==> config.mk <==
export PLATFORM = sky130hd
export DESIGN_NAME = reverse_mix_sequencer_unit_flat
export DESIGN_NICKNAME = d
export VERILOG_FILES = /design/src/design/rms_pkg.sv /design/src/design/rms_item_if.sv /design/src/design/rms_result_if.sv /design/src/design/rms_cfg_if.sv /design/src/design/reverse_mix_sequencer_unit.sv /design/src/flat_wrapper.sv
export SDC_FILE = /design/constraint.sdc
export NUM_CORES = 1
export LEC_CHECK = 0
export BUFFER_PORTS_ARGS = -buffer_cell sky130_fd_sc_hd__buf_2
export CAP_MARGIN = 20
export CELL_PAD_IN_SITES_DETAIL_PLACEMENT = 1
export CELL_PAD_IN_SITES_GLOBAL_PLACEMENT = 1
export CORE_UTILIZATION = 25
export DETAILED_ROUTE_END_ITERATION = 16
export PLACE_DENSITY = 0.47
export SLEW_MARGIN = 25
export SYNTH_ARGS = -nofsm -noshare
export SYNTH_HDL_FRONTEND = slang
export SYNTH_SLANG_ARGS = --single-unit
==> constraint.sdc <==
create_clock -name clk -period 5 [get_ports clk]
set_input_delay 0.25 -clock clk [delete_from_list [all_inputs] [get_ports clk]]
set_output_delay 0.25 -clock clk [all_outputs]
set_load 0.005 [all_outputs]
==> src/design/rms_pkg.sv <==
`default_nettype none

package rms_pkg;

    // Default build widths
    localparam int TIME_WIDTH_DEF   = 16;
    localparam int SENSOR_WIDTH_DEF = 10;

    // Fixed field widths
    localparam int KIND_W     = 2;
    localparam int STATUS_W   = 2;
    localparam int ERR_W      = 4;
    localparam int INJ_W      = 16;
    localparam int CFG_TIME_W = 16;
    localparam int CFG_DATA_W = 16;
    localparam int CFG_IDX_W  = 3;

    // Item kinds
    localparam logic [KIND_W-1:0] KIND_TICK  = 2'd0;
    localparam logic [KIND_W-1:0] KIND_START = 2'd1;
    localparam logic [KIND_W-1:0] KIND_ABORT = 2'd2;

    // Status codes
    localparam logic [STATUS_W-1:0] ST_IDLE      = 2'd0;
    localparam logic [STATUS_W-1:0] ST_EXECUTING = 2'd1;
    localparam logic [STATUS_W-1:0] ST_COMPLETED = 2'd2;
    localparam logic [STATUS_W-1:0] ST_ERROR     = 2'd3;

    // Error codes
    localparam logic [ERR_W-1:0] ERR_NONE      = 4'd0;
    localparam logic [ERR_W-1:0] ERR_POSITION  = 4'd1;
    localparam logic [ERR_W-1:0] ERR_PRESS_LO  = 4'd2;
    localparam logic [ERR_W-1:0] ERR_PRESS_HI  = 4'd3;
    localparam logic [ERR_W-1:0] ERR_VOLTAGE   = 4'd4;
    localparam logic [ERR_W-1:0] ERR_AMMO      = 4'd5;
    localparam logic [ERR_W-1:0] ERR_OVERLOAD  = 4'd6;
    localparam logic [ERR_W-1:0] ERR_TIMEOUT   = 4'd7;
    localparam logic [ERR_W-1:0] ERR_INJECTION = 4'd8;

    // Configuration register indexes
    localparam logic [CFG_IDX_W-1:0] REG_REVERSE_TIMEOUT = 3'd0;
    localparam logic [CFG_IDX_W-1:0] REG_FAN_SPINUP      = 3'd1;
    localparam logic [CFG_IDX_W-1:0] REG_MAX_INJECTION   = 3'd2;
    localparam logic [CFG_IDX_W-1:0] REG_MIX_FAN         = 3'd3;
    localparam logic [CFG_IDX_W-1:0] REG_BREECH_ENGAGE   = 3'd4;
    localparam logic [CFG_IDX_W-1:0] REG_PRESSURE_MIN    = 3'd5;
    localparam logic [CFG_IDX_W-1:0] REG_PRESSURE_MAX    = 3'd6;
    localparam logic [CFG_IDX_W-1:0] REG_VOLTAGE_MIN     = 3'd7;

    // Register reset values
    localparam logic [CFG_TIME_W-1:0] RST_REVERSE_TIMEOUT = 16'd3000;
    localparam logic [CFG_TIME_W-1:0] RST_FAN_SPINUP      = 16'd500;
    localparam logic [CFG_TIME_W-1:0] RST_MAX_INJECTION   = 16'd1000;
    localparam logic [CFG_TIME_W-1:0] RST_MIX_FAN         = 16'd3000;
    localparam logic [CFG_TIME_W-1:0] RST_BREECH_ENGAGE   = 16'd500;

    // Actuator outputs
    typedef struct packed {
        logic breech;
        logic injector;
        logic fan;
        logic loader;
    } act_t;

    localparam act_t ACT_OFF = '{breech: 1'b0, injector: 1'b0, fan: 1'b0, loader: 1'b0};

endpackage

`default_nettype wire

==> src/design/rms_item_if.sv <==
`default_nettype none

interface rms_item_if #(
    parameter int SENSOR_WIDTH = rms_pkg::SENSOR_WIDTH_DEF
);
    logic                            valid;
    logic                            ready;
    logic [rms_pkg::KIND_W-1:0]      kind;
    logic                            rev_switch;
    logic                            fwd_switch;
    logic                            overload;
    logic                            no_ammo;
    logic [SENSOR_WIDTH-1:0]         receiver_pressure;
    logic [SENSOR_WIDTH-1:0]         battery_voltage;
    logic signed [rms_pkg::INJ_W-1:0] injection_ms;

    modport source (
        output valid, kind, rev_switch, fwd_switch, overload, no_ammo,
               receiver_pressure, battery_voltage, injection_ms,
        input  ready
    );

    modport sink (
        input  valid, kind, rev_switch, fwd_switch, overload, no_ammo,
               receiver_pressure, battery_voltage, injection_ms,
        output ready
    );
endinterface

`default_nettype wire

==> src/design/rms_result_if.sv <==
`default_nettype none

interface rms_result_if;
    logic                         valid;
    logic                         ready;
    logic [rms_pkg::STATUS_W-1:0] status;
    logic [rms_pkg::ERR_W-1:0]    error_code;
    logic                         loader_reverse;
    logic                         fan_on;
    logic                         injector_on;
    logic                         breech_close;

    modport source (
        output valid, status, error_code, loader_reverse, fan_on, injector_on,
               breech_close,
        input  ready
    );

    modport sink (
        input  valid, status, error_code, loader_reverse, fan_on, injector_on,
               breech_close,
        output ready
    );
endinterface

`default_nettype wire

==> src/design/rms_cfg_if.sv <==
`default_nettype none

interface rms_cfg_if;
    logic                           valid;
    logic                           ready;
    logic [rms_pkg::CFG_IDX_W-1:0]  index;
    logic [rms_pkg::CFG_DATA_W-1:0] data;

    modport source (
        output valid, index, data,
        input  ready
    );

    modport sink (
        input  valid, index, data,
        output ready
    );
endinterface

`default_nettype wire

==> src/design/reverse_mix_sequencer_unit.sv <==
// Loader-reverse and forced-mixing sequencer.
// Channels: item (sink) carries tick, start and abort items with the switch,
// sensor and injection-time fields; result (source) returns one status item
// per accepted item; cfg (sink) writes the eight timing and threshold
// registers by index and is always ready.
// Output: an item's result is on the result channel in the cycle after its
// transfer. Throughput: one item per cycle unless the result register stalls,
// set by the single pass of sequencing logic from state to result register.
// Timers count one per tick item and saturate at TIME_WIDTH bits.
// Reset: sequencer back to idle, all actuators off, registers to their
// defaults, result register empty.
// Stall: a waiting result holds its register; a new item is still taken in
// the cycle the receiver takes the waiting one, otherwise item.ready is low
// until the result register frees.
`default_nettype none

module reverse_mix_sequencer_unit #(
    parameter int TIME_WIDTH   = rms_pkg::TIME_WIDTH_DEF,
    parameter int SENSOR_WIDTH = rms_pkg::SENSOR_WIDTH_DEF
) (
    input  wire logic     clk,
    input  wire logic     rst_n,
    rms_item_if.sink      item,
    rms_result_if.source  result,
    rms_cfg_if.sink       cfg
);
    import rms_pkg::*;

    localparam int CMP_W = (TIME_WIDTH > CFG_TIME_W) ? TIME_WIDTH : CFG_TIME_W;
    localparam logic [TIME_WIDTH-1:0] TIME_MAX = {TIME_WIDTH{1'b1}};

    typedef enum logic [2:0] {
        PH_IDLE,
        PH_REVERSE,
        PH_MIXING,
        PH_DONE,
        PH_ERROR
    } phase_t;

    // Configuration registers
    logic [CFG_TIME_W-1:0]   reverse_timeout_reg;
    logic [CFG_TIME_W-1:0]   fan_spinup_reg;
    logic [CFG_TIME_W-1:0]   max_injection_reg;
    logic [CFG_TIME_W-1:0]   mix_fan_reg;
    logic [CFG_TIME_W-1:0]   breech_engage_reg;
    logic [SENSOR_WIDTH-1:0] pressure_min_reg;
    logic [SENSOR_WIDTH-1:0] pressure_max_reg;
    logic [SENSOR_WIDTH-1:0] voltage_min_reg;

    // Sequencer state
    phase_t                phase_reg, phase_next;
    logic [TIME_WIDTH-1:0] phase_timer_reg, phase_timer_next;
    logic [TIME_WIDTH-1:0] fan_timer_reg, fan_timer_next;
    logic [INJ_W-1:0]      inj_left_reg, inj_left_next;
    logic                  injected_reg, injected_next;
    logic                  mixed_reg, mixed_next;
    logic [ERR_W-1:0]      last_error_reg, last_error_next;
    act_t                  act_reg, act_next;

    // Result register
    logic                  res_valid_reg;
    logic [STATUS_W-1:0]   res_status_reg, res_status_next;
    logic [ERR_W-1:0]      res_error_reg, res_error_next;
    act_t                  res_act_reg;

    logic                  item_xfer;
    logic                  cfg_xfer;
    logic [TIME_WIDTH-1:0] pt_inc;
    logic [TIME_WIDTH-1:0] ft_inc;
    logic                  inj_bad;

    assign item.ready = !res_valid_reg || result.ready;
    assign item_xfer  = item.valid && item.ready;
    assign cfg.ready  = 1'b1;
    assign cfg_xfer   = cfg.valid;

    // Saturating timer increments
    assign pt_inc = (phase_timer_reg == TIME_MAX) ? phase_timer_reg : phase_timer_reg + 1'b1;
    assign ft_inc = (fan_timer_reg == TIME_MAX) ? fan_timer_reg : fan_timer_reg + 1'b1;

    // Requested injection must be positive and within the limit
    assign inj_bad = item.injection_ms[INJ_W-1] || (item.injection_ms == '0)
                     || ($unsigned(item.injection_ms) > max_injection_reg);

    // Configuration writes
    always_ff @(posedge clk or negedge rst_n)
    begin
        if (!rst_n)
        begin
            reverse_timeout_reg <= RST_REVERSE_TIMEOUT;
            fan_spinup_reg      <= RST_FAN_SPINUP;
            max_injection_reg   <= RST_MAX_INJECTION;
            mix_fan_reg         <= RST_MIX_FAN;
            breech_engage_reg   <= RST_BREECH_ENGAGE;
            pressure_min_reg    <= '0;
            pressure_max_reg    <= '1;
            voltage_min_reg     <= '0;
        end
        else if (cfg_xfer)
        begin
            unique case (cfg.index)
                REG_REVERSE_TIMEOUT: reverse_timeout_reg <= cfg.data[CFG_TIME_W-1:0];
                REG_FAN_SPINUP:      fan_spinup_reg      <= cfg.data[CFG_TIME_W-1:0];
                REG_MAX_INJECTION:   max_injection_reg   <= cfg.data[CFG_TIME_W-1:0];
                REG_MIX_FAN:         mix_fan_reg         <= cfg.data[CFG_TIME_W-1:0];
                REG_BREECH_ENGAGE:   breech_engage_reg   <= cfg.data[CFG_TIME_W-1:0];
                REG_PRESSURE_MIN:    pressure_min_reg    <= cfg.data[SENSOR_WIDTH-1:0];
                REG_PRESSURE_MAX:    pressure_max_reg    <= cfg.data[SENSOR_WIDTH-1:0];
                REG_VOLTAGE_MIN:     voltage_min_reg     <= cfg.data[SENSOR_WIDTH-1:0];
                default: ;
            endcase
        end
    end

    // Next state for one item
    always_comb
    begin
        phase_next       = phase_reg;
        phase_timer_next = phase_timer_reg;
        fan_timer_next   = fan_timer_reg;
        inj_left_next    = inj_left_reg;
        injected_next    = injected_reg;
        mixed_next       = mixed_reg;
        last_error_next  = last_error_reg;
        act_next         = act_reg;

        unique case (item.kind)
            KIND_ABORT:
            begin
                phase_next       = PH_IDLE;
                phase_timer_next = '0;
                fan_timer_next   = '0;
                inj_left_next    = '0;
                injected_next    = 1'b0;
                mixed_next       = 1'b0;
                last_error_next  = ERR_NONE;
                act_next         = ACT_OFF;
            end

            KIND_START:
            begin
                if (phase_reg != PH_REVERSE && phase_reg != PH_MIXING)
                begin
                    phase_next = PH_ERROR;
                    if (!item.rev_switch)
                        last_error_next = ERR_POSITION;
                    else if (item.receiver_pressure < pressure_min_reg)
                        last_error_next = ERR_PRESS_LO;
                    else if (item.receiver_pressure > pressure_max_reg)
                        last_error_next = ERR_PRESS_HI;
                    else if (item.battery_voltage < voltage_min_reg)
                        last_error_next = ERR_VOLTAGE;
                    else if (item.no_ammo)
                        last_error_next = ERR_AMMO;
                    else
                    begin
                        phase_next       = PH_REVERSE;
                        phase_timer_next = '0;
                        fan_timer_next   = '0;
                        inj_left_next    = '0;
                        injected_next    = 1'b0;
                        mixed_next       = 1'b0;
                        last_error_next  = ERR_NONE;
                        act_next.loader  = 1'b1;
                    end
                end
            end

            KIND_TICK:
            begin
                if (phase_reg == PH_REVERSE)
                begin
                    phase_timer_next = pt_inc;
                    if (item.overload)
                    begin
                        act_next        = ACT_OFF;
                        act_next.breech = 1'b1;
                        last_error_next = ERR_OVERLOAD;
                        phase_next      = PH_ERROR;
                    end
                    else if (item.fwd_switch)
                    begin
                        act_next.loader = 1'b0;
                        act_next.fan    = 1'b1;
                        phase_next      = PH_MIXING;
                        fan_timer_next  = '0;
                    end
                    else if (CMP_W'(pt_inc) > CMP_W'(reverse_timeout_reg))
                    begin
                        act_next        = ACT_OFF;
                        act_next.breech = 1'b1;
                        last_error_next = ERR_TIMEOUT;
                        phase_next      = PH_ERROR;
                    end
                end
                else if (phase_reg == PH_MIXING)
                begin
                    fan_timer_next = ft_inc;
                    if (mixed_reg)
                        phase_timer_next = pt_inc;

                    if (inj_left_reg != '0)
                    begin
                        // injector open: count the pulse down only
                        inj_left_next = inj_left_reg - 1'b1;
                        if (inj_left_reg == INJ_W'(1))
                        begin
                            act_next.injector = 1'b0;
                            injected_next     = 1'b1;
                        end
                    end
                    else if (!injected_reg
                             && CMP_W'(ft_inc) >= CMP_W'(fan_spinup_reg))
                    begin
                        if (inj_bad)
                        begin
                            act_next.fan    = 1'b0;
                            last_error_next = ERR_INJECTION;
                            phase_next      = PH_ERROR;
                        end
                        else
                        begin
                            act_next.injector = 1'b1;
                            inj_left_next     = $unsigned(item.injection_ms);
                        end
                    end
                    else if (!mixed_reg && CMP_W'(ft_inc) >= CMP_W'(mix_fan_reg))
                    begin
                        mixed_next       = 1'b1;
                        act_next.fan     = 1'b0;
                        act_next.breech  = 1'b1;
                        phase_timer_next = '0;
                    end
                    else if (mixed_reg && CMP_W'(pt_inc) >= CMP_W'(breech_engage_reg))
                    begin
                        phase_next = PH_DONE;
                    end
                end
            end

            default: ;
        endcase
    end

    // Status from the new phase
    always_comb
    begin
        res_error_next = ERR_NONE;
        unique case (phase_next)
            PH_IDLE:  res_status_next = ST_IDLE;
            PH_DONE:  res_status_next = ST_COMPLETED;
            PH_ERROR:
            begin
                res_status_next = ST_ERROR;
                res_error_next  = last_error_next;
            end
            default:  res_status_next = ST_EXECUTING;
        endcase
    end

    // State and result registers
    always_ff @(posedge clk or negedge rst_n)
    begin
        if (!rst_n)
        begin
            phase_reg       <= PH_IDLE;
            phase_timer_reg <= '0;
            fan_timer_reg   <= '0;
            inj_left_reg    <= '0;
            injected_reg    <= 1'b0;
            mixed_reg       <= 1'b0;
            last_error_reg  <= ERR_NONE;
            act_reg         <= ACT_OFF;
            res_valid_reg   <= 1'b0;
        end
        else if (item_xfer)
        begin
            phase_reg       <= phase_next;
            phase_timer_reg <= phase_timer_next;
            fan_timer_reg   <= fan_timer_next;
            inj_left_reg    <= inj_left_next;
            injected_reg    <= injected_next;
            mixed_reg       <= mixed_next;
            last_error_reg  <= last_error_next;
            act_reg         <= act_next;
            res_valid_reg   <= 1'b1;
        end
        else if (result.ready)
        begin
            res_valid_reg <= 1'b0;
        end
    end

    // Result payload, no reset needed
    always_ff @(posedge clk)
    begin
        if (item_xfer)
        begin
            res_status_reg <= res_status_next;
            res_error_reg  <= res_error_next;
            res_act_reg    <= act_next;
        end
    end

    assign result.valid          = res_valid_reg;
    assign result.status         = res_status_reg;
    assign result.error_code     = res_error_reg;
    assign result.loader_reverse = res_act_reg.loader;
    assign result.fan_on         = res_act_reg.fan;
    assign result.injector_on    = res_act_reg.injector;
    assign result.breech_close   = res_act_reg.breech;

endmodule

`default_nettype wire

==> src/flat_wrapper.sv <==
// flat-port wrapper written by rule: the top's interface ports become plain ports
module reverse_mix_sequencer_unit_flat import rms_pkg::*;
#(
    parameter int TIME_WIDTH   = rms_pkg::TIME_WIDTH_DEF,
    parameter int SENSOR_WIDTH = rms_pkg::SENSOR_WIDTH_DEF
)
  (clk, rst_n, item_valid, item_kind, item_rev_switch, item_fwd_switch, item_overload, item_no_ammo, item_receiver_pressure, item_battery_voltage, item_injection_ms, item_ready, result_valid, result_status, result_error_code, result_loader_reverse, result_fan_on, result_injector_on, result_breech_close, result_ready, cfg_valid, cfg_index, cfg_data, cfg_ready);
  rms_item_if #(.SENSOR_WIDTH(SENSOR_WIDTH)) item_i ();
  rms_result_if result_i ();
  rms_cfg_if cfg_i ();
  input  wire logic clk;
  input  wire logic rst_n;
  input wire logic [$bits(item_i.valid)-1:0] item_valid;
  input wire logic [$bits(item_i.kind)-1:0] item_kind;
  input wire logic [$bits(item_i.rev_switch)-1:0] item_rev_switch;
  input wire logic [$bits(item_i.fwd_switch)-1:0] item_fwd_switch;
  input wire logic [$bits(item_i.overload)-1:0] item_overload;
  input wire logic [$bits(item_i.no_ammo)-1:0] item_no_ammo;
  input wire logic [$bits(item_i.receiver_pressure)-1:0] item_receiver_pressure;
  input wire logic [$bits(item_i.battery_voltage)-1:0] item_battery_voltage;
  input wire logic [$bits(item_i.injection_ms)-1:0] item_injection_ms;
  output wire logic [$bits(item_i.ready)-1:0] item_ready;
  output wire logic [$bits(result_i.valid)-1:0] result_valid;
  output wire logic [$bits(result_i.status)-1:0] result_status;
  output wire logic [$bits(result_i.error_code)-1:0] result_error_code;
  output wire logic [$bits(result_i.loader_reverse)-1:0] result_loader_reverse;
  output wire logic [$bits(result_i.fan_on)-1:0] result_fan_on;
  output wire logic [$bits(result_i.injector_on)-1:0] result_injector_on;
  output wire logic [$bits(result_i.breech_close)-1:0] result_breech_close;
  input wire logic [$bits(result_i.ready)-1:0] result_ready;
  input wire logic [$bits(cfg_i.valid)-1:0] cfg_valid;
  input wire logic [$bits(cfg_i.index)-1:0] cfg_index;
  input wire logic [$bits(cfg_i.data)-1:0] cfg_data;
  output wire logic [$bits(cfg_i.ready)-1:0] cfg_ready;
  assign item_i.valid = item_valid;
  assign item_i.kind = item_kind;
  assign item_i.rev_switch = item_rev_switch;
  assign item_i.fwd_switch = item_fwd_switch;
  assign item_i.overload = item_overload;
  assign item_i.no_ammo = item_no_ammo;
  assign item_i.receiver_pressure = item_receiver_pressure;
  assign item_i.battery_voltage = item_battery_voltage;
  assign item_i.injection_ms = item_injection_ms;
  assign item_ready = item_i.ready;
  assign result_valid = result_i.valid;
  assign result_status = result_i.status;
  assign result_error_code = result_i.error_code;
  assign result_loader_reverse = result_i.loader_reverse;
  assign result_fan_on = result_i.fan_on;
  assign result_injector_on = result_i.injector_on;
  assign result_breech_close = result_i.breech_close;
  assign result_i.ready = result_ready;
  assign cfg_i.valid = cfg_valid;
  assign cfg_i.index = cfg_index;
  assign cfg_i.data = cfg_data;
  assign cfg_ready = cfg_i.ready;
  reverse_mix_sequencer_unit #(.TIME_WIDTH(TIME_WIDTH), .SENSOR_WIDTH(SENSOR_WIDTH)) u_core (.clk(clk), .rst_n(rst_n), .item(item_i), .result(result_i), .cfg(cfg_i));
endmodule
==> Yosys cells after proc, flatten, opt, wreduce, memory -nomap -nowiden <==
Index checks and enable logic that the tools add are counted.
{ "word_totals": {"regBits": 182, "inputBits": 66, "out_inout_bits": 13} }
{ "op_classes": {"add_sub_neg": 3, "n_lt_le_gt_ge": 8, "eq_ne": 36, "muxes": 104, "reduce_logical": 31} }
{ "op_table": {"columns": ["op", "n"], "rows": [
  ["2-to-1 mux 16 bit", 23],
  ["case mux 16 bit (3 select lines)", 3],
  ["2-to-1 mux 3 bit", 20],
  ["2-to-1 mux 4 bit", 14],
  ["greater-or-equal comparator 16 bit", 3],
  ["2-to-1 mux 1 bit", 35],
  ["adder 16 x 1 -> 16 bit, second input constant", 2],
  ["== test 16 bit, second input constant", 2],
  ["> comparator 16 bit", 2],
  ["AND reduction 12 bit", 2],
  ["less-than comparator 10 bit", 2],
  ["== test 16 x 1 -> 1 bit, second input constant", 1],
  ["logical NOT 16 bit", 1],
  ["inequality test 2 bit, second input constant", 8],
  ["AND reduction 2 bit", 8],
  ["nonzero test 16 bit", 1],
  ["subtractor 16 x 1 -> 16 bit, second input constant", 1],
  ["== test 3 bit, second input constant", 5],
  ["AND reduction 13 bit", 1],
  ["== test 3 x 2 -> 1 bit, second input constant", 4],
  ["case mux 4 bit (3 select lines)", 1],
  ["AND reduction 11 bit", 1],
  ["> comparator 10 bit", 1],
  ["inequality test 2 x 1 -> 1 bit, second input constant", 5],
  ["other kinds (19)", 36]
]} }

==> Longest topological paths before layout <==
Gate-level depths: netlist of the first run.
{ "logic_depth": {"word_depth": 13, "mapped_depth": 19} }

==> Worst setup path before layout of the first run <==
Ideal clock, no wire load.
{ "synth_timing": {"kind": "flip-flop to flip-flop", "start": "register u_core.fan_timer_reg[3]", "end": "register u_core.res_status_reg[0] (netlist: u_core.result.status[0]) (data pin)", "setup_ps": 265, "arrival_ps": 4152, "required_time_ps": 4735, "path_slack_ps": 583, "stages_incl_launch_ff": 18, "n_path_buf": 3, "synth_period_minus_slack_ps": 4417, "cell_sequence": "dfrtp_1 -> clkbuf_1 -> nand4_1 -> nor4_1 -> nor2b_1 -> clkbuf_1 -> nand2_1 -> clkbuf_1 -> xnor2_1 -> ha_1 -> nand2b_1 -> a2111o_1 -> o2111ai_1 -> a31oi_1 -> o2111a_1 -> o21a_1 -> xor2_1 -> or3_1"} }
{ "synth_via": {"elab_chain_len": 12, "elab_cells_between_ends": 17, "cone_classes": "add/sub: 1; order compare: 2; eq/ne: 3; mux: 8; reduce/logical: 3"} }
{ "synth_lines": {"columns": ["element", "line_no", "source"], "rows": [
  ["start, declared", "reverse_mix_sequencer_unit.sv:53", "logic [TIME_WIDTH-1:0] fan_timer_reg, fan_timer_next;"],
  ["start signal, assigned", "reverse_mix_sequencer_unit.sv:280", "fan_timer_reg <= fan_timer_next;"],
  ["adder 16 x 1 -> 16 bit or == test 16 bit (tied branches)", "reverse_mix_sequencer_unit.sv:79", "assign ft_inc = (fan_timer_reg == TIME_MAX) ? fan_timer_reg : fan_timer_reg + 1'b1;"],
  ["2-to-1 mux 16 bit *", "reverse_mix_sequencer_unit.sv:79", null],
  ["greater-or-equal comparator 16 bit", "reverse_mix_sequencer_unit.sv:227", "else if (!mixed_reg && CMP_W'(ft_inc) >= CMP_W'(mix_fan_reg))"],
  ["logical AND 1 bit", "reverse_mix_sequencer_unit.sv:227", null],
  ["2-to-1 mux 3 bit", "reverse_mix_sequencer_unit.sv:227", null],
  ["2-to-1 mux 3 bit *", "reverse_mix_sequencer_unit.sv:212", "else if (!injected_reg"],
  ["2-to-1 mux 3 bit *", "reverse_mix_sequencer_unit.sv:202", "if (inj_left_reg != '0)"],
  ["2-to-1 mux 3 bit *", "reverse_mix_sequencer_unit.sv:196", "else if (phase_reg == PH_MIXING)"],
  ["2-to-1 mux 3 bit *", "reverse_mix_sequencer_unit.sv:171", "if (phase_reg == PH_REVERSE)"],
  ["case mux 3 bit (3 select lines) *", "reverse_mix_sequencer_unit.sv:127", "unique case (item.kind)"],
  ["== test 3 bit (tied with other cells)", "reverse_mix_sequencer_unit.sv:249", "unique case (phase_next)"],
  ["case mux 2 bit (3 select lines) *", "reverse_mix_sequencer_unit.sv:249", null],
  ["net u_core.res_status_next[0]", "reverse_mix_sequencer_unit.sv:62", "logic [STATUS_W-1:0] res_status_reg, res_status_next;"],
  ["end signal, assigned", "reverse_mix_sequencer_unit.sv:299", "res_status_reg <= res_status_next;"],
  ["end, declared", "reverse_mix_sequencer_unit.sv:62", null]
]} }
The timed path passes the listed nets; every way through them passes the cells marked *.
A chain may end at the register's enable or synchronous reset.

==> Final worst setup path of the first run <==
{ "layout_timing": {"start": "register u_core.phase_timer_reg[3]", "end": "register u_core.res_error_reg[3] (netlist: u_core.result.error_code[3]) (data pin)"} }
{ "layout_via": {"elab_chain_len": 12, "elab_cells_between_ends": 22, "cone_classes": "add/sub: 1; order compare: 2; eq/ne: 2; mux: 16; reduce/logical: 1"} }
{ "layout_lines": {"columns": ["element", "line_no", "source"], "rows": [
  ["start, declared", "reverse_mix_sequencer_unit.sv:52", "logic [TIME_WIDTH-1:0] phase_timer_reg, phase_timer_next;"],
  ["start signal, assigned", "reverse_mix_sequencer_unit.sv:279", "phase_timer_reg <= phase_timer_next;"],
  ["adder 16 x 1 -> 16 bit or == test 16 bit (tied branches)", "reverse_mix_sequencer_unit.sv:78", "assign pt_inc = (phase_timer_reg == TIME_MAX) ? phase_timer_reg : phase_timer_reg + 1'b1;"],
  ["2-to-1 mux 16 bit *", "reverse_mix_sequencer_unit.sv:78", null],
  ["greater-or-equal comparator 16 bit", "reverse_mix_sequencer_unit.sv:234", "else if (mixed_reg && CMP_W'(pt_inc) >= CMP_W'(breech_engage_reg))"],
  ["logical AND 1 bit", "reverse_mix_sequencer_unit.sv:234", null],
  ["2-to-1 mux 3 bit", "reverse_mix_sequencer_unit.sv:234", null],
  ["2-to-1 mux 3 bit", "reverse_mix_sequencer_unit.sv:227", null],
  ["2-to-1 mux 3 bit", "reverse_mix_sequencer_unit.sv:212", null],
  ["2-to-1 mux 3 bit", "reverse_mix_sequencer_unit.sv:202", null],
  ["2-to-1 mux 3 bit", "reverse_mix_sequencer_unit.sv:196", null],
  ["2-to-1 mux 3 bit", "reverse_mix_sequencer_unit.sv:171", null],
  ["case mux 3 bit (3 select lines)", "reverse_mix_sequencer_unit.sv:127", null],
  ["== test 3 bit", "reverse_mix_sequencer_unit.sv:249", null],
  ["end signal, assigned", "reverse_mix_sequencer_unit.sv:300", "res_error_reg <= res_error_next;"],
  ["end, declared", "reverse_mix_sequencer_unit.sv:63", "logic [ERR_W-1:0] res_error_reg, res_error_next;"]
]} }
Every way passes the cells marked *; elsewhere a longest branch is shown, timed or not.

==> results of run 1 <==
[cells in the final DEF, fill, tap and decap left out, types with 8 or more instances in the layout]
cell	netlist	final
a211oi_1	11	10
a21o_1	16	16
a21oi_1	67	66
a22o_1	13	13
a31oi_1	23	22
buf_2	2	76
buf_4	2	24
clkbuf_16	0	17
dfrtp_1	130	130
dfstp_2	42	42
edfxtp_1	10	10
ha_1	112	112
inv_1	121	121
mux2_2	53	53
nand2_1	138	137
nand2b_1	16	16
nand3_1	33	33
nand4_1	16	16
nor2_1	66	66
nor3_1	31	27
nor4_1	9	8
o211ai_1	12	12
o21a_1	10	10
o21ai_0	125	124
or3_1	11	11
xnor2_1	17	16
[layer usage]
layer	vias to the layer above	GRT usage (%)	share of wire, %	wire length, um
li1	4558	-	-	-
met4	0	5.64	1.8	654
met5	-	0	0	0
met2	142	25.1	45	16100
met1	4617	23.0	51	18200
met3	35	2.82	3.0	1100
[worst max path at each step]
stage,from,to,depth (start not counted)
6_report,u_core.phase_timer_reg[3]$_DFFE_PN0P_,u_core.result.error_code[3]$_SDFFCE_PP0P_,17
4_1_cts,u_core.phase_timer_reg[3]$_DFFE_PN0P_,u_core.result.error_code[3]$_SDFFCE_PP0P_,16
5_1_grt,u_core.phase_timer_reg[3]$_DFFE_PN0P_,u_core.result.status[0]$_DFFE_PP_,16
3_5_place_dp,u_core.phase_timer_reg[3]$_DFFE_PN0P_,u_core.result.error_code[3]$_SDFFCE_PP0P_,16
2_1_floorplan,u_core.fan_timer_reg[3]$_DFFE_PN0P_,u_core.result.status[0]$_DFFE_PP_,17
3_3_place_gp,u_core.phase_timer_reg[3]$_DFFE_PN0P_,u_core.result.error_code[3]$_SDFFCE_PP0P_,16
[what timing repair did]
action                                 CTS  global route
setup endpoints to repair                6            28
pin swaps                                0             1
endpoints found under the hold margin   65             0
gates resized for setup                  1             9
buffers inserted                         0             1
hold buffers                             2             0
[per-stage QoR]
step,cell area (um2),TNS (ns),setup WS [ns]
3_5_place_dp,12500,-0.0413,-0.0413
2_1_floorplan,11300,0,0.583
6_report,13200,0,0.291
4_1_cts,13100,0,0.0303
5_1_grt,13200,-0.0206,-0.0206
3_3_place_gp,12500,0,0.0791
[kinds of logic after synthesis]
kind of cell,Yosys count,share of synthesized area [%]
adder cells (fa/ha/maj),112,12.4
multiplexers,56,5.54
AO/OA/AOI/OAI,329,18.1
buffers and inverters,165,5.76
XOR/XNOR,23,1.78
flip-flops,182,41.1
other,1,0.0331
AND/OR/NAND/NOR,361,15.3
[worst min-delay path: stages]
cell,delay [ns]
buf_2,0.07
nand2b_1,0.12
nand2b_1,0.06
[area by class of cell]
class,count,area (um2),area share [%]
Multi-Input combinational cell,882,6090,46.3
Clock inverter,15,158,1.20
Tap cell,592,741,5.63
Inverter,123,462,3.51
Sequential cell,182,4660,35.4
Timing Repair Buffer,105,623,4.74
Clock buffer,17,425,3.23
[power groups by stage]
stage	registers, mW	clock network, mW	logic, mW
2_1_floorplan	1.82	0	0.584
3_3_place_gp	1.85	0	0.887
3_5_place_dp	1.85	0	0.909
4_1_cts	1.83	1.48	0.915
5_1_grt	1.85	1.54	1.03
6_report	1.82	1.42	0.895
==> flow_metrics.py, run 1 <==
metrics = {
    "power_and_ir_drop": {
        "p_clk_share_pct": 34.3,
        "p_per_area_nw_per_um2": 314,
        "leakage_nw": 5.99,
        "p_sw_mw": 1.34,
        "seq_power_share_pct": 44.1,
        "p_total_mw": 4.14,
        "sw_frac_of_total_pct": 32.3,
        "p_int_mw": 2.80,
        "pwr-share-comb_pct": 21.6,
        "peakVddDrop_mv": 0.223,
    },
    "drt": {
        "vias": 9352,
        "wl_per_cell_um": 18.8,
        "vias_per_cell": 4.88,
        "drt_iter0_markers": 391,
        "drc": 0,
        "detail_route.wirelength_um": 36000,
        "dr.pass1.iters": 4,
        "postRouteAntennaNets": 0,
    },
    "synthesis": {
        "ys_seq_area_share_pct": 41.1,
        "yosys_warnings": 0,
        "synth_cell_type_count": 72,
        "synth.avg_cell_area_um2": 9.21,
        "ys_ff_latch": 182,
        "yosysMostFrequentCell": "nand2_1",
        "synthTopCellsByCount": "nand2_1 (138), dfrtp_1 (130), o21ai_0 (125)",
        "async_flop_share_pct": 94.5,
        "synth_ff_type": "dfrtp_1",
        "synth_area_leader_cell": "dfrtp_1",
        "synth_area_leaders": "dfrtp_1 (29%), ha_1 (12%), dfstp_2 (9.8%)",
        "yosys.area.top_type_share_pct": 28.7,
        "synth_cells": 1229,
        "syn_nets": 1407,
        "synth-edff-count": 10,
        "synth_area_um2": 11300,
    },
    "final_layout": {
        "fillCellCount": 5131,
        "drive_gt1_share_pct": 19.3,
        "nets": 1489,
        "utilization_pct": 29.6,
        "stdcell_count": 1916,
        "diodes": 0,
        "area_growth_pct": 16.2,
    },
    "global_routing": {
        "grt_max_degree": 97,
        "grt_pass1_wl_um": 57500,
        "grt_pass1_vias": 9748,
        "overflow": 0,
        "antenna_found_initial": 0,
        "track_usage_pct": 16.4,
    },
    "cts": {
        "numCtsBuffers": 17,
        "tritoncts": "yes",
        "h-tree-depth": 4,
        "clkTransAtPathRegs_ns": 0.07,
        "clock_latency_ns": 0.50,
        "clk_path_buf_depth": 2,
        "root_buffer": "clkbuf_16",
        "cts.sinks": 182,
    },
    "timing": {
        "final_max_slew_viol_count": 0,
        "final.min_clock_period_ns": 4.71,
        "finalHoldViolCount": 0,
        "fin_skew_ns": 0.0150,
        "whs_ns": 0.0625,
        "slew-limit-headroom_pct": 21.2,
        "worst_slew_pin_slew_ns": 1.18,
        "fin_crit_sh_pct": 94.2,
        "finalSetupViolCount": 0,
        "max_clock_freq_mhz": 212,
    },
    "placement": {
        "routabilityCongestion": 0.774,
        "numPortBuffers": 77,
        "dp.final_hpwl_um": 27400,
        "dp.cells": 1881,
    },
    "die": {
        "start_util_pct": 25.5,
        "dieWidth_um": 215,
        "core_um2": 44400,
        "ioPinCount": 79,
        "rows": 77,
        "die-area_um2": 46100,
        "die_h_um": 215,
    },
    "critical_path": {
        "criticalPathCategory": "flip-flop to flip-flop",
        "start_kind": "flip-flop",
        "cp-end-kind": "flip-flop",
        "reg2reg_to": "u_core.result.error_code[3]$_SDFFCE_PP0P_",
        "cpPeakStageDelay_ns": 0.71,
        "crit_buf_inv": 2,
        "cp.required_ns": 5.32,
        "cp_slowest_cell": "a2111oi_1",
        "crit_chain": "and3_1 -> nand3_1 -> or2_2 -> nor3_2 -> buf_4 -> nor4_2 -> nand3_1 -> xnor2_1 -> ha_1 -> nand4_1 -> a2111oi_1 -> or3_1 -> a31oi_1 -> a311oi_2 -> o211ai_1 -> buf_4 -> a211oi_1",
        "arrival_ns": 5.03,
        "cp_top_family": "compound AO/OA/AOI/OAI gates",
        "r2r_slack_ns": 0.29,
        "crit-reg2reg-launch": "u_core.phase_timer_reg[3]$_DFFE_PN0P_",
        "worstRegToRegCells": 17,
        "cp_max_fo": 7,
    },
    "status": {
        "status": "finished, final reports clean",
    },
    "hold_path": {
        "hold-path-endpoint": "u_core.result.valid$_DFFE_PN0P_",
        "hold_class": "input port to flip-flop",
        "hp-start": "result_ready",
        "hold_depth": 3,
    },
    "run": {
        "cap_violations": 0,
    },
}
Note: power is estimated with default switching activity, not from simulation.
==> run 2: changes to the inputs <==
Settings changed: REMOVE_ABC_BUFFERS set to 1.
==> run 2 against run 1 <==
Net effect:
- sequential power about the same
- worst hold slack better by 0.031 ns
- critical path depth unchanged
- routed wire length up 2.2%
- critical path type unchanged
- largest cell class unchanged
- largest power group unchanged
==> flow_metrics.py, run 2 (same netlist as run 1, synthesis figures left out) <==
metrics = {
    "timing": {
        "final.min_clock_period_ns": 4.67,
        "final_max_slew_viol_count": 0,
        "fin_crit_sh_pct": 93.3,
        "fin_skew_ns": 0.0158,
        "max_clock_freq_mhz": 214,
        "slew-limit-headroom_pct": 47.2,
        "rsz0062_at_grt": "no",
        "worst_slew_pin_slew_ns": 0.792,
        "fin_setup_tns_ns": 0,
        "finalSetupViolCount": 0,
        "finalHoldViolCount": 0,
    },
    "critical_path": {
        "crit_path_end": "u_core.result.status[0]$_DFFE_PP_",
        "r2r_slack_ns": 0.33,
        "cpPeakStageDelay_ns": 0.44,
        "arrival_ns": 4.87,
        "cp_top_family": "simple AND/OR/NAND/NOR gates",
        "criticalPathCategory": "flip-flop to flip-flop",
        "crit_cells": 17,
        "reg2reg_to": "u_core.result.status[0]$_DFFE_PP_",
        "worstRegToRegCells": 17,
        "cp_max_fo": 6,
        "crit_buf_inv": 1,
        "cp.required_ns": 5.21,
        "cp-end-kind": "flip-flop",
        "crit-reg2reg-launch": "u_core.phase_timer_reg[3]$_DFFE_PN0P_",
        "crit_chain": "and3_1 -> nand3_1 -> or2_2 -> nor3_2 -> nor2_1 -> and3_1 -> xor2_2 -> ha_1 -> a41oi_1 -> o21ai_1 -> a2111o_1 -> or3_1 -> a31oi_1 -> a311oi_1 -> buf_4 -> xor2_1 -> or3_1",
        "start_kind": "flip-flop",
        "cp_slowest_cell": "dfrtp_1",
        "crit_start": "u_core.phase_timer_reg[3]$_DFFE_PN0P_",
    },
    "die": {
        "rows": 77,
        "start_util_pct": 25.5,
        "die-area_um2": 46100,
        "ioPinCount": 79,
        "dieWidth_um": 215,
        "die_h_um": 215,
        "core_um2": 44400,
    },
    "hold_path": {
        "hold_class": "input port to flip-flop",
    },
    "cts": {
        "clock_latency_ns": 0.46,
        "tritoncts": "yes",
        "cts.sinks": 182,
        "root_buffer": "clkbuf_16",
        "clkTransAtPathRegs_ns": 0.08,
        "h-tree-depth": 4,
        "numCtsBuffers": 17,
        "clk_path_buf_depth": 2,
    },
    "drt": {
        "drt_iter0_markers": 451,
        "drc": 0,
        "postRouteAntennaNets": 0,
        "vias_per_cell": 4.85,
        "vias": 9299,
        "wl_per_cell_um": 19.2,
        "detail_route.wirelength_um": 36800,
        "dr.pass1.iters": 4,
    },
    "final_layout": {
        "fillCellCount": 5129,
        "nets": 1490,
        "final_cell_mix": "nand2_1 (138), dfrtp_1 (130), o21ai_0 (124), inv_1 (121), ha_1 (112)",
        "regArea_um2": 4660,
        "multiInputGateArea_um2": 6070,
        "layout_commonest_cell": "nand2_1",
        "area_growth_pct": 16.0,
        "diodes": 0,
        "drive_gt1_share_pct": 18.7,
    },
    "placement": {
        "dp.final_hpwl_um": 27400,
        "numPortBuffers": 77,
        "routabilityCongestion": 0.768,
    },
    "global_routing": {
        "overflow": 0,
        "use_met3_pct": 2.41,
        "antenna_found_initial": 0,
        "gr-usage-met2_pct": 27.0,
        "track_usage_pct": 16.7,
        "met1_usage_pct": 23.3,
        "grt_pass1_vias": 9933,
        "grt_max_degree": 101,
        "busiest_layer": "met2",
        "grt_pass1_wl_um": 59000,
    },
    "power_and_ir_drop": {
        "p_per_area_nw_per_um2": 313,
        "leakage_nw": 5.97,
        "peakVddDrop_mv": 0.202,
        "p_total_mw": 4.10,
    },
    "run": {
        "cap_violations": 0,
    },
    "status": {
        "status": "finished, final reports clean",
    },
}
## run 2: cell count changes in the layout (fill, tap and decap cells not counted), sizes merged
cell      delta
buf          +1
inv          -7
clkbuf       +6
clkinvlp     +1
## run 2: per-layer routing
layer,wire (um),vias to the layer above
met2,17000,75
met3,731,17
met1,18700,4648
met4,371,0
li1,-,4559
met5,0,-
## run 2: worst reg2reg max path, cell delays in order, from the launching register on
cell and delay, ns:
dfrtp_1 0.44, and3_1 0.22, nand3_1 0.15, or2_2 0.37
nor3_2 0.21, nor2_1 0.14, and3_1 0.25, xor2_2 0.17
ha_1 0.34, a41oi_1 0.20, o21ai_1 0.18, a2111o_1 0.44
or3_1 0.34, a31oi_1 0.23, a311oi_1 0.08, buf_4 0.17
xor2_1 0.15, or3_1 0.33
## run 2: cell type report
type / instances / share of cell area [%]
Clock inverter: 9 / 0.686
Multi-Input combinational cell: 882 / 46.2
Sequential cell: 182 / 35.5
Inverter: 123 / 3.52
Timing Repair Buffer: 106 / 4.80
Clock buffer: 23 / 3.65
Tap cell: 592 / 5.64
## run 2: how the worst min path moves through the flow
stage / start / to / slack, ns / cells past startpoint
floorplan: rst_n / u_core.act_reg[0]$_DFFE_PN0P_ / -0.05 / 0
global placement: rst_n / u_core.voltage_min_reg[7]$_DFFE_PN0P_ / 0.36 / 1
detailed placement: rst_n / u_core.voltage_min_reg[7]$_DFFE_PN0P_ / 0.36 / 1
CTS: result_ready / u_core.result.valid$_DFFE_PN0P_ / 0.07 / 3
global route: cfg_data[11] / u_core.reverse_timeout_reg[11]$_DFFE_PN1P_ / 0.09 / 3
finish: cfg_data[11] / u_core.reverse_timeout_reg[11]$_DFFE_PN1P_ / 0.09 / 3
## run 2: what timing repair did
| action | in CTS | in global routing |
|---|---|---|
| hold buffers | 2 | 0 |
| endpoints found under the hold margin | 55 | 0 |
| endpoints found under the setup margin | 0 | 10 |
| gates resized for setup | 0 | 7 |
| setup buffers | 0 | 0 |
## run 2: through the flow
| step | worst slack, ns | utilization, % | instance area [um2] | hold slack [ns] | instances |
|---|---|---|---|---|---|
| 2_1_floorplan | 0.569 | - | 11100 | -0.0456 | 1187 |
| 3_3_place_gp | 0.315 | 28.1 | 12500 | 0.358 | 1882 |
| 3_5_place_dp | 0.167 | 28.2 | 12500 | 0.363 | 1883 |
| 4_1_cts | 0.142 | 29.5 | 13100 | 0.0708 | 1917 |
| 5_1_grt | 0.0438 | 29.6 | 13100 | 0.0896 | 1917 |
| 6_report | 0.333 | 29.6 | 13100 | 0.0937 | 1917 |
## run 2: where the power goes
part           switching [mW]  internal (mW)
registers              0.0838           1.74
logic                   0.531          0.353
clock network           0.661          0.735
total                    1.28           2.83
